## src/sv/svc_susceptance_dispatch_macros.svh

```systemverilog
// assertion macros shared by the compensator rtl
`ifndef SVC_SUSCEPTANCE_DISPATCH_MACROS_SVH
`define SVC_SUSCEPTANCE_DISPATCH_MACROS_SVH

// property checked on every clock edge outside reset
`define SVC_ASSERT_HOLDS(label, prop, msg) \
    label: assert property (@(posedge i_clk) disable iff (!i_rst_n) (prop)) else $error(msg);

// condition now implies property on the next edge
`define SVC_ASSERT_NEXT(label, cond, prop, msg) \
    label: assert property (@(posedge i_clk) disable iff (!i_rst_n) (cond) |=> (prop)) else $error(msg);

`endif

```

## src/sv/svc_pkg.sv

```systemverilog
package svc_pkg;

    // configuration register indexes
    typedef logic [2:0] t_cfg_index;

    localparam t_cfg_index CFG_ENABLE  = 3'd0;
    localparam t_cfg_index CFG_VREF    = 3'd1;
    localparam t_cfg_index CFG_GAIN    = 3'd2;
    localparam t_cfg_index CFG_TMIN    = 3'd3;
    localparam t_cfg_index CFG_QMIN    = 3'd4;
    localparam t_cfg_index CFG_QMAX    = 3'd5;
    localparam t_cfg_index CFG_TABLE   = 3'd6;

    // register reset values
    localparam logic               ENABLE_RST = 1'b1;
    localparam logic        [14:0] VREF_RST   = 15'd16384;
    localparam logic        [15:0] GAIN_RST   = 16'd25600;
    localparam logic signed [15:0] TMIN_RST   = -16'sd4096;
    localparam logic signed [14:0] QMIN_RST   = -15'sd160;
    localparam logic signed [14:0] QMAX_RST   = 15'sd1600;
    localparam logic        [59:0] TABLE_RST  = 60'd115432922317169050;

    // susceptance limits floor(q * 256 / 100) for the reset q limits
    localparam logic signed [16:0] BMIN_RST   = -17'sd410;
    localparam logic signed [16:0] BMAX_RST   = 17'sd4096;

    // floor(y / 25) for signed y: bias to positive, reciprocal multiply, unbias
    localparam logic [21:0] LIM_BIAS      = 22'd1638400;
    localparam logic [22:0] DIV25_RECIP   = 23'd5368710;
    localparam int          DIV25_SHIFT   = 27;
    localparam logic [17:0] LIM_UNBIAS    = 18'd65536;

    // product scaling: total * v * v * 100 / 2^36
    localparam logic [6:0]  Q_SCALE       = 7'd100;
    localparam int          Q_SHIFT       = 36;
    localparam int          BREF_SHIFT    = 10;

endpackage

```

## src/sv/svc_susceptance_dispatch.sv

```systemverilog
// channel   | handshake                    | payload
// ----------+------------------------------+-------------------------------------------
// input     | i_in_valid / o_in_ready      | i_measured_voltage
// output    | o_out_valid / i_out_ready    | o_reactive_power, o_total_susceptance,
//           |                              | o_capacitor_susceptance,
//           |                              | o_reactor_susceptance, o_step_mask
// config    | i_cfg_we (no wait)           | i_cfg_index, i_cfg_data
//
// one transaction per cycle sustained while i_out_ready holds; input to output passes
// registered stages a, b, one per capacitor step of the greedy fit, then r, p and o
// synchronous reset returns registers to defaults and loads the sorted default step table
// each stage holds while its successor is full and held, empty stages fill behind a stalled output
`include "svc_susceptance_dispatch_macros.svh"

module svc_susceptance_dispatch #(
    parameter int NUM_STEPS  = 5,
    parameter int STEP_WIDTH = 12
) (
    input  logic                     i_clk,
    input  logic                     i_rst_n,
    // configuration write port
    input  logic                     i_cfg_we,
    input  svc_pkg::t_cfg_index      i_cfg_index,
    input  logic [((NUM_STEPS*STEP_WIDTH > 16) ? NUM_STEPS*STEP_WIDTH : 16)-1:0] i_cfg_data,
    // input channel
    input  logic                     i_in_valid,
    output logic                     o_in_ready,
    input  logic [14:0]              i_measured_voltage,
    // output channel
    output logic                     o_out_valid,
    input  logic                     i_out_ready,
    output logic signed [14:0]       o_reactive_power,
    output logic signed [15:0]       o_total_susceptance,
    output logic [14:0]              o_capacitor_susceptance,
    output logic signed [15:0]       o_reactor_susceptance,
    output logic [4:0]               o_step_mask
);

    localparam int TABLE_W = NUM_STEPS * STEP_WIDTH;
    localparam int RANK_W  = $clog2(NUM_STEPS + 1);

    // pipeline stage positions
    localparam int ST_A = 0;
    localparam int ST_B = 1;
    localparam int ST_R = ST_B + NUM_STEPS + 1;
    localparam int ST_P = ST_R + 1;
    localparam int ST_O = ST_P + 1;
    localparam int NSTG = ST_O + 1;

    // ------------------------------------------------------------------
    // configuration registers
    // ------------------------------------------------------------------
    logic                    r_en;
    logic [14:0]             r_vref;
    logic [15:0]             r_gain;
    logic signed [15:0]      r_tmin;
    logic signed [14:0]      r_qmin;
    logic signed [14:0]      r_qmax;
    logic signed [16:0]      r_bmin;
    logic signed [16:0]      r_bmax;
    logic [STEP_WIDTH-1:0]   r_sort_val [NUM_STEPS];
    logic [NUM_STEPS-1:0]    r_sort_oh  [NUM_STEPS];

    // step table sort: rank by descending value, ties to the lower index
    logic [TABLE_W-1:0]      sort_src;
    logic [STEP_WIDTH-1:0]   cand       [NUM_STEPS];
    logic [RANK_W-1:0]       rank       [NUM_STEPS];
    logic [STEP_WIDTH-1:0]   n_sort_val [NUM_STEPS];
    logic [NUM_STEPS-1:0]    n_sort_oh  [NUM_STEPS];

    always_comb begin
        sort_src = !i_rst_n ? svc_pkg::TABLE_RST[TABLE_W-1:0] : i_cfg_data[TABLE_W-1:0];
        for (int i = 0; i < NUM_STEPS; i++) begin
            cand[i] = sort_src[i*STEP_WIDTH +: STEP_WIDTH];
        end
        for (int i = 0; i < NUM_STEPS; i++) begin
            rank[i] = '0;
            for (int j = 0; j < NUM_STEPS; j++) begin
                if (j != i && (cand[j] > cand[i] || (cand[j] == cand[i] && j < i))) begin
                    rank[i] = rank[i] + 1'b1;
                end
            end
        end
        for (int k = 0; k < NUM_STEPS; k++) begin
            n_sort_val[k] = '0;
            n_sort_oh[k]  = '0;
            for (int i = 0; i < NUM_STEPS; i++) begin
                if (rank[i] == RANK_W'(k)) begin
                    n_sort_val[k]   = n_sort_val[k] | cand[i];
                    n_sort_oh[k][i] = 1'b1;
                end
            end
        end
    end

    // q limit to susceptance limit: floor(q * 64 / 25)
    logic signed [21:0] lim_scaled;
    logic [21:0]        lim_biased;
    logic [44:0]        lim_prod;
    logic [17:0]        lim_quot;
    logic [17:0]        lim_diff;
    logic signed [16:0] n_blim;

    always_comb begin
        lim_scaled = {i_cfg_data[14], i_cfg_data[14:0], 6'b0};
        lim_biased = lim_scaled + svc_pkg::LIM_BIAS;
        lim_prod   = 45'(lim_biased) * 45'(svc_pkg::DIV25_RECIP);
        lim_quot   = lim_prod[svc_pkg::DIV25_SHIFT +: 18];
        lim_diff   = lim_quot - svc_pkg::LIM_UNBIAS;
        n_blim     = lim_diff[16:0];
    end

    // reactor limit, a positive value counts as zero
    logic signed [15:0] n_tmin;
    assign n_tmin = i_cfg_data[15] ? i_cfg_data[15:0] : '0;

    always_ff @(posedge i_clk) begin
        if (!i_rst_n) begin
            r_en       <= svc_pkg::ENABLE_RST;
            r_vref     <= svc_pkg::VREF_RST;
            r_gain     <= svc_pkg::GAIN_RST;
            r_tmin     <= svc_pkg::TMIN_RST;
            r_qmin     <= svc_pkg::QMIN_RST;
            r_qmax     <= svc_pkg::QMAX_RST;
            r_bmin     <= svc_pkg::BMIN_RST;
            r_bmax     <= svc_pkg::BMAX_RST;
            r_sort_val <= n_sort_val;
            r_sort_oh  <= n_sort_oh;
        end else if (i_cfg_we) begin
            case (i_cfg_index)
                svc_pkg::CFG_ENABLE: r_en   <= i_cfg_data[0];
                svc_pkg::CFG_VREF:   r_vref <= i_cfg_data[14:0];
                svc_pkg::CFG_GAIN:   r_gain <= i_cfg_data[15:0];
                svc_pkg::CFG_TMIN:   r_tmin <= n_tmin;
                svc_pkg::CFG_QMIN: begin
                    r_qmin <= i_cfg_data[14:0];
                    r_bmin <= n_blim;
                end
                svc_pkg::CFG_QMAX: begin
                    r_qmax <= i_cfg_data[14:0];
                    r_bmax <= n_blim;
                end
                svc_pkg::CFG_TABLE: begin
                    r_sort_val <= n_sort_val;
                    r_sort_oh  <= n_sort_oh;
                end
                default: ;
            endcase
        end
    end

    // ------------------------------------------------------------------
    // stage valid and ready chain
    // ------------------------------------------------------------------
    logic [NSTG-1:0] r_vld;
    logic [NSTG:0]   stage_rdy;
    logic [NSTG-1:0] stage_in_vld;
    logic [NSTG-1:0] stage_load;

    always_comb begin
        stage_rdy[NSTG] = i_out_ready;
        for (int k = NSTG - 1; k >= 0; k--) begin
            stage_rdy[k] = !r_vld[k] || stage_rdy[k+1];
        end
        stage_in_vld[0] = i_in_valid;
        for (int k = 1; k < NSTG; k++) begin
            stage_in_vld[k] = r_vld[k-1];
        end
        stage_load = stage_in_vld & stage_rdy[NSTG-1:0];
    end

    always_ff @(posedge i_clk) begin
        if (!i_rst_n) begin
            r_vld <= '0;
        end else begin
            for (int k = 0; k < NSTG; k++) begin
                if (stage_rdy[k]) begin
                    r_vld[k] <= stage_in_vld[k];
                end
            end
        end
    end

    assign o_in_ready  = stage_rdy[0];
    assign o_out_valid = r_vld[ST_O];

    // ------------------------------------------------------------------
    // stage a: gain times voltage error, voltage squared
    // ------------------------------------------------------------------
    logic signed [15:0] err;
    logic signed [32:0] n_a_prod;
    logic [29:0]        n_a_vv;
    logic signed [32:0] r_a_prod;
    logic [29:0]        r_a_vv;

    always_comb begin
        err      = $signed({1'b0, r_vref}) - $signed({1'b0, i_measured_voltage});
        n_a_prod = $signed({1'b0, r_gain}) * err;
        n_a_vv   = 30'(i_measured_voltage) * 30'(i_measured_voltage);
    end

    always_ff @(posedge i_clk) begin
        if (stage_load[ST_A]) begin
            r_a_prod <= n_a_prod;
            r_a_vv   <= n_a_vv;
        end
    end

    // ------------------------------------------------------------------
    // stage b: scale and clamp the reference, voltage squared times 100
    // element j of the greedy arrays is the output of stage ST_B + j
    // ------------------------------------------------------------------
    logic signed [16:0] r_g_bref [NUM_STEPS+1];
    logic [15:0]        r_g_need [NUM_STEPS+1];
    logic [36:0]        r_g_vv   [NUM_STEPS+1];
    logic [14:0]        r_g_cap  [NUM_STEPS+1];
    logic [NUM_STEPS-1:0] r_g_mask [NUM_STEPS+1];

    logic signed [22:0] bref_raw;
    logic signed [22:0] bref_hi;
    logic signed [16:0] n_b_bref;

    always_comb begin
        bref_raw = r_a_prod[32:svc_pkg::BREF_SHIFT];
        bref_hi  = (bref_raw > 23'(r_bmax)) ? 23'(r_bmax) : bref_raw;
        n_b_bref = (bref_hi < 23'(r_bmin)) ? r_bmin : bref_hi[16:0];
    end

    always_ff @(posedge i_clk) begin
        if (stage_load[ST_B]) begin
            r_g_bref[0] <= n_b_bref;
            r_g_need[0] <= n_b_bref[16] ? '0 : n_b_bref[15:0];
            r_g_vv[0]   <= 37'(r_a_vv) * 37'(svc_pkg::Q_SCALE);
            r_g_cap[0]  <= '0;
            r_g_mask[0] <= '0;
        end
    end

    // ------------------------------------------------------------------
    // greedy fit: one capacitor step per stage, largest first
    // ------------------------------------------------------------------
    for (genvar k = 0; k < NUM_STEPS; k++) begin : g_step
        logic [15:0] sum;
        logic        fit;

        assign sum = 16'(r_g_cap[k]) + 16'(r_sort_val[k]);
        assign fit = sum <= r_g_need[k];

        always_ff @(posedge i_clk) begin
            if (stage_load[ST_B+1+k]) begin
                r_g_bref[k+1] <= r_g_bref[k];
                r_g_need[k+1] <= r_g_need[k];
                r_g_vv[k+1]   <= r_g_vv[k];
                r_g_cap[k+1]  <= fit ? sum[14:0] : r_g_cap[k];
                r_g_mask[k+1] <= fit ? (r_g_mask[k] | r_sort_oh[k]) : r_g_mask[k];
            end
        end
    end

    // ------------------------------------------------------------------
    // stage r: reactor takes the negative residual
    // ------------------------------------------------------------------
    logic signed [17:0] resid;
    logic signed [15:0] n_r_reac;
    logic signed [15:0] r_r_total;
    logic signed [15:0] r_r_reac;
    logic [14:0]        r_r_cap;
    logic [NUM_STEPS-1:0] r_r_mask;
    logic [36:0]        r_r_vv;

    always_comb begin
        resid = 18'(r_g_bref[NUM_STEPS]) - $signed({3'b0, r_g_cap[NUM_STEPS]});
        if (resid[17]) begin
            n_r_reac = (resid < 18'(r_tmin)) ? r_tmin : resid[15:0];
        end else begin
            n_r_reac = '0;
        end
    end

    always_ff @(posedge i_clk) begin
        if (stage_load[ST_R]) begin
            r_r_reac  <= n_r_reac;
            r_r_total <= 16'(r_g_cap[NUM_STEPS]) + n_r_reac;
            r_r_cap   <= r_g_cap[NUM_STEPS];
            r_r_mask  <= r_g_mask[NUM_STEPS];
            r_r_vv    <= r_g_vv[NUM_STEPS];
        end
    end

    // ------------------------------------------------------------------
    // stage p: total susceptance times 100 v^2
    // ------------------------------------------------------------------
    logic signed [53:0]   r_p_prod;
    logic signed [15:0]   r_p_total;
    logic signed [15:0]   r_p_reac;
    logic [14:0]          r_p_cap;
    logic [NUM_STEPS-1:0] r_p_mask;

    always_ff @(posedge i_clk) begin
        if (stage_load[ST_P]) begin
            r_p_prod  <= r_r_total * $signed({1'b0, r_r_vv});
            r_p_total <= r_r_total;
            r_p_reac  <= r_r_reac;
            r_p_cap   <= r_r_cap;
            r_p_mask  <= r_r_mask;
        end
    end

    // ------------------------------------------------------------------
    // stage o: scale, saturate, force zero when out of service
    // ------------------------------------------------------------------
    logic signed [17:0] q_raw;
    logic signed [17:0] q_hi;
    logic signed [14:0] q_sat;
    logic signed [14:0] r_o_q;
    logic signed [15:0] r_o_total;
    logic [14:0]        r_o_cap;
    logic signed [15:0] r_o_reac;
    logic [4:0]         r_o_mask;

    always_comb begin
        q_raw = r_p_prod[53:svc_pkg::Q_SHIFT];
        q_hi  = (q_raw > 18'(r_qmax)) ? 18'(r_qmax) : q_raw;
        q_sat = (q_hi < 18'(r_qmin)) ? r_qmin : q_hi[14:0];
    end

    always_ff @(posedge i_clk) begin
        if (stage_load[ST_O]) begin
            r_o_q     <= r_en ? q_sat : '0;
            r_o_total <= r_en ? r_p_total : '0;
            r_o_cap   <= r_en ? r_p_cap : '0;
            r_o_reac  <= r_en ? r_p_reac : '0;
            r_o_mask  <= r_en ? 5'(r_p_mask) : '0;
        end
    end

    assign o_reactive_power        = r_o_q;
    assign o_total_susceptance     = r_o_total;
    assign o_capacitor_susceptance = r_o_cap;
    assign o_reactor_susceptance   = r_o_reac;
    assign o_step_mask             = r_o_mask;

    // ------------------------------------------------------------------
    // assertions
    // ------------------------------------------------------------------
    `SVC_ASSERT_NEXT(a_accept_fills_first, i_in_valid && o_in_ready, r_vld[ST_A], "accepted transaction missing from first stage")
    `SVC_ASSERT_HOLDS(a_ready_only_on_full_stall, !o_in_ready |-> (o_out_valid && !i_out_ready), "input blocked with room in the pipeline")
    `SVC_ASSERT_HOLDS(a_total_is_sum, o_out_valid |-> (o_total_susceptance == 16'(o_capacitor_susceptance) + o_reactor_susceptance), "total differs from capacitor plus reactor")
    `SVC_ASSERT_HOLDS(a_reactor_not_capacitive, o_out_valid |-> (o_reactor_susceptance <= 16'sd0 && o_reactor_susceptance >= r_tmin), "reactor susceptance outside its range")
    `SVC_ASSERT_HOLDS(a_q_in_limits, (o_out_valid && r_en && r_qmin <= r_qmax) |-> (o_reactive_power >= r_qmin && o_reactive_power <= r_qmax), "reactive power outside limits")
    `SVC_ASSERT_HOLDS(a_mask_width, o_out_valid |-> ((o_step_mask >> NUM_STEPS) == 5'd0), "step mask bit set beyond the step count")

endmodule

```

## config.mk

```make
export PLATFORM = sky130hd
export DESIGN_NAME = svc_susceptance_dispatch
export DESIGN_NICKNAME = d
export VERILOG_FILES = /design/src/sv/svc_pkg.sv /design/src/sv/svc_susceptance_dispatch.sv
export VERILOG_INCLUDE_DIRS = /design/src /design/src/sv
export SDC_FILE = /design/constraint.sdc
export NUM_CORES = 2
export LEC_CHECK = 0
export ABC_AREA = 1
export BUFFER_PORTS_ARGS = -buffer_cell sky130_fd_sc_hd__buf_2
export CORE_MARGIN = 4
export CORE_UTILIZATION = 30
export CTS_BUF_LIST = sky130_fd_sc_hd__clkbuf_8
export DETAILED_ROUTE_END_ITERATION = 16
export GPL_TIMING_DRIVEN = 0
export PLACE_DENSITY = 0.52
export SLEW_MARGIN = 30
export SYNTH_ARGS = -nofsm -noshare
export SYNTH_HDL_FRONTEND = slang
export SYNTH_SLANG_ARGS = --single-unit
```

## constraint.sdc

```tcl
create_clock -name i_clk -period 23.3 [get_ports i_clk]
set_clock_uncertainty 0.05 [all_clocks]
set_input_delay 1.165 -clock i_clk [delete_from_list [all_inputs] [get_ports i_clk]]
set_output_delay 1.165 -clock i_clk [all_outputs]
set_load 0.05 [all_outputs]
```

==> flow_summary.ini <==
[run]
timing.max_cap.violations = 0

[route]
drtIter0Drc = 4925
wirelength_microns = 265000
wl_per_cell_microns = 19.2
antenna_left = 0
avgViaCountPerCell = 4.67
num_vias = 64600
drc_errors = 0
dr.pass1.iters = 8

[clocking]
cts_buffers = 168
cts.reportedPaths.clkPinSlew_ns = 0.06
cts_tree = yes
root_buffer = clkbuf_8
clockBufferDepth = 3
cts_hold_buf = 0
cts_setup_buffers = 0
htreeDepth = 4
clock_latency_ns = 0.90
ctsResizeCount = 0
numClockSinks = 962

[sta]
period_needed_ns = 9.87
setup_violations = 0
fin_crit_sh_pct = 42.4
worstMarginPinSlew_ns = 1.06
hold_violations = 0
setup_tns_ns = 0
maxSlewHeadroom_pct = 29.3
rsz0062_at_grt = no
clock.fmax_mhz = 101
report.final.slew_viol_count = 0
hold_ws_ns = 0.311

[worst_hold_path]
hold_end = r_g_bref[1][1]
hold_path_depth = 0
hp-class = reg2reg
hp-start = r_g_bref[0][1]

[synthesis]
synth-compound-area-share_pct = 7.31
yosysTopAreaCellShare_pct = 28.7
synth_xor_xnor_area_share_pct = 2.17
synthSimpleGateAreaFrac_pct = 12.5
syn_nets = 11500
ys_warn_count = 0
synthArstFlopShare_pct = 0
ys_seq_area_share_pct = 31.5
syn_inst = 9444
synth_mux_area_share_pct = 0.0455
synth_area_leaders = edfxtp_1, fa_1, ha_1
synth-edff-count = 840
avgSynthCellArea_sq_um = 9.31
ys_seq_elements = 962
synthAdderAreaFrac_pct = 36.0
synthFlopType = edfxtp_1
synth_top_cell_by_area = edfxtp_1
synth_top_family_by_area = adder cells
syn_area_sq_um = 87900
ys_types = 68

[global_routing]
grt_pass1_wl_microns = 405000
antenna_found_initial = 22
grt_max_degree = 70
grtUsageTotal_pct = 17.5
grt.overflow.total = 0
grt_pass1_vias = 66800

[die]
die_x_microns = 549
coreArea_sq_um = 291000
placementRows = 198
ios = 152
die_y_microns = 549
die_area_sq_um = 302000
start_util_pct = 30.2

[worst_setup_path]
worst_path_most_repeated_cell = nand2_1
path_max_fanout = 10
r2r_slack_ns = 14.78
max_stage_delay_ns = 0.65
path_class = in2reg
cp_slowest_cell = clkbuf_1
cp-end-kind = flop
critPathLaunchType = input port
reg2reg_to = r_a_prod[31]
ff2ff_path_depth = 36
crit_family = adder cells
required_ns = 23.89
crit_buf_inv = 11
cp.arrival_ns = 10.46
rr_startpoint = r_vref[2]

[place]
place_congestion = 0.934
hpwlAfterDp_microns = 220000
placed_area_sq_um = 94300
io_buffers = 146

[layout]
final_cell_mix = inv_1, nand2_1, ha_1
areaGrowthSynthToFinish_pct = 11.0
fillCellCount = 30200
fin_area_sq_um = 97600
layout_commonest_cell = inv_1
num-nets-final = 11800
drive_above_1_share_pct = 5.69

[pwr]
leakage_nw = 47.4
powerDensity_nw_per_um2 = 115
ir_drop_uv = 174

[status]
status = finished, final reports clean
[flip-flops by register name, summed over array words and instances, names as in the netlist, 17 cells and up]
register and flops:
r_p_prod 18, r_sort_val 60, r_bmax 17, r_g_cap 69, r_sort_oh 25, r_g_mask 25
r_bmin 17, r_g_bref 102, r_a_prod 23, r_r_vv 34, r_g_need 80, r_g_vv 204
r_a_vv 29
[logic make-up after synthesis]
family                   count (synthesis)
flip-flops                             962
AO/OA/AOI/OAI                         1154
multiplexers                             4
buffers and inverters                 2435
XOR/XNOR                               215
adder cells (fa/ha/maj)               1975
AND/OR/NAND/NOR                       2699
[synth_stat cells (4+ instances only)]
| master | count |
|---|---|
| nor3_1 | 44 |
| o221ai_1 | 16 |
| o32ai_1 | 6 |
| or2_2 | 53 |
| nor3_2 | 5 |
| xor2_1 | 140 |
| a211oi_1 | 25 |
| nand2_1 | 1811 |
| buf_4 | 9 |
| nor2_2 | 6 |
| o211ai_1 | 41 |
| o21ai_1 | 34 |
| o21a_1 | 26 |
| nor2_1 | 466 |
| a31oi_1 | 26 |
| o21bai_1 | 19 |
| a21oi_1 | 550 |
| a21boi_0 | 10 |
| mux2i_1 | 4 |
| inv_1 | 2171 |
| edfxtp_1 | 840 |
| inv_2 | 7 |
| fa_1 | 922 |
| o2111ai_1 | 8 |
| a21o_1 | 30 |
| nand4_1 | 52 |
| clkinv_1 | 5 |
| ha_1 | 1053 |
| buf_1 | 5 |
| a221oi_1 | 4 |
| clkbuf_1 | 217 |
| buf_2 | 15 |
| dfxtp_1 | 122 |
| nand3_2 | 7 |
| nand3_1 | 203 |
| nand3b_1 | 6 |
| xnor2_1 | 72 |
| nor4_1 | 13 |
| o21ai_0 | 333 |
| o31ai_1 | 8 |
| nor2_4 | 11 |
[stage by stage]
| step | util [%] | cells | total power, W | setup WS (ns) |
|---|---|---|---|---|
| 6_report | 33.5 | 13800 | 0.0112 | 13.43 |
| 3_3_place_gp | 32.1 | 13500 | 0.00962 | 11.90 |
| 4_1_cts | 33.5 | 13800 | 0.0113 | 13.60 |
| 5_1_grt | 33.5 | 13800 | 0.0124 | 12.96 |
| 3_5_place_dp | 32.4 | 13500 | 0.00967 | 12.59 |
| 2_1_floorplan | - | 9444 | 0.00752 | 15.01 |
[worst reg2reg max path, delay by kind of cell (launching register included)]
kind                     cells  cell delay, ns
flip-flops                   1            0.31
AO/OA/AOI/OAI               10            1.76
buffers and inverters        7            1.23
XOR/XNOR                     1            0.10
adder cells (fa/ha/maj)      8            3.89
AND/OR/NAND/NOR             10            0.96
[per-layer routing]
metal  GRT usage (%)  share of wire, %  up-vias
met4            4.90               2.8        6
met2            27.5                44     2014
met3            2.18               6.1      366
met5               0             0.011        -
li1                -                 -    30500
met1            25.4                47    31600
[how the worst max path moves through the flow]
stage,start,to,cells after the start
global placement,i_cfg_index[1],r_sort_val[35],5
floorplan,i_measured_voltage[3],r_a_prod[29],37
global route,i_measured_voltage[2],r_a_prod[31],40
detailed placement,i_measured_voltage[2],r_a_prod[29],43
CTS,i_measured_voltage[2],r_a_prod[29],43
finish,i_measured_voltage[2],r_a_prod[31],40
[area by class of cell]
type | count | area [sq um] | area share, %
Multi-Input combinational cell | 6047 | 51100 | 52.3
Tap cell | 3900 | 4880 | 5.00
Sequential cell | 962 | 27700 | 28.3
Antenna cell | 3 | 7.51 | 0.00769
Timing Repair Buffer | 174 | 1440 | 1.48
Buffer | 252 | 1050 | 1.07
Clock buffer | 170 | 2340 | 2.40
Inverter | 2183 | 8210 | 8.41
Clock inverter | 137 | 931 | 0.954
[power by group]
part | switching (W) | internal, W
Sequential | 0.000116 | 0.00235
Combinational | 0.00469 | 0.00258
Clock | 0.000720 | 0.000783
Total | 0.00553 | 0.00571
No activity file was read; power rests on OpenSTA's default activity.
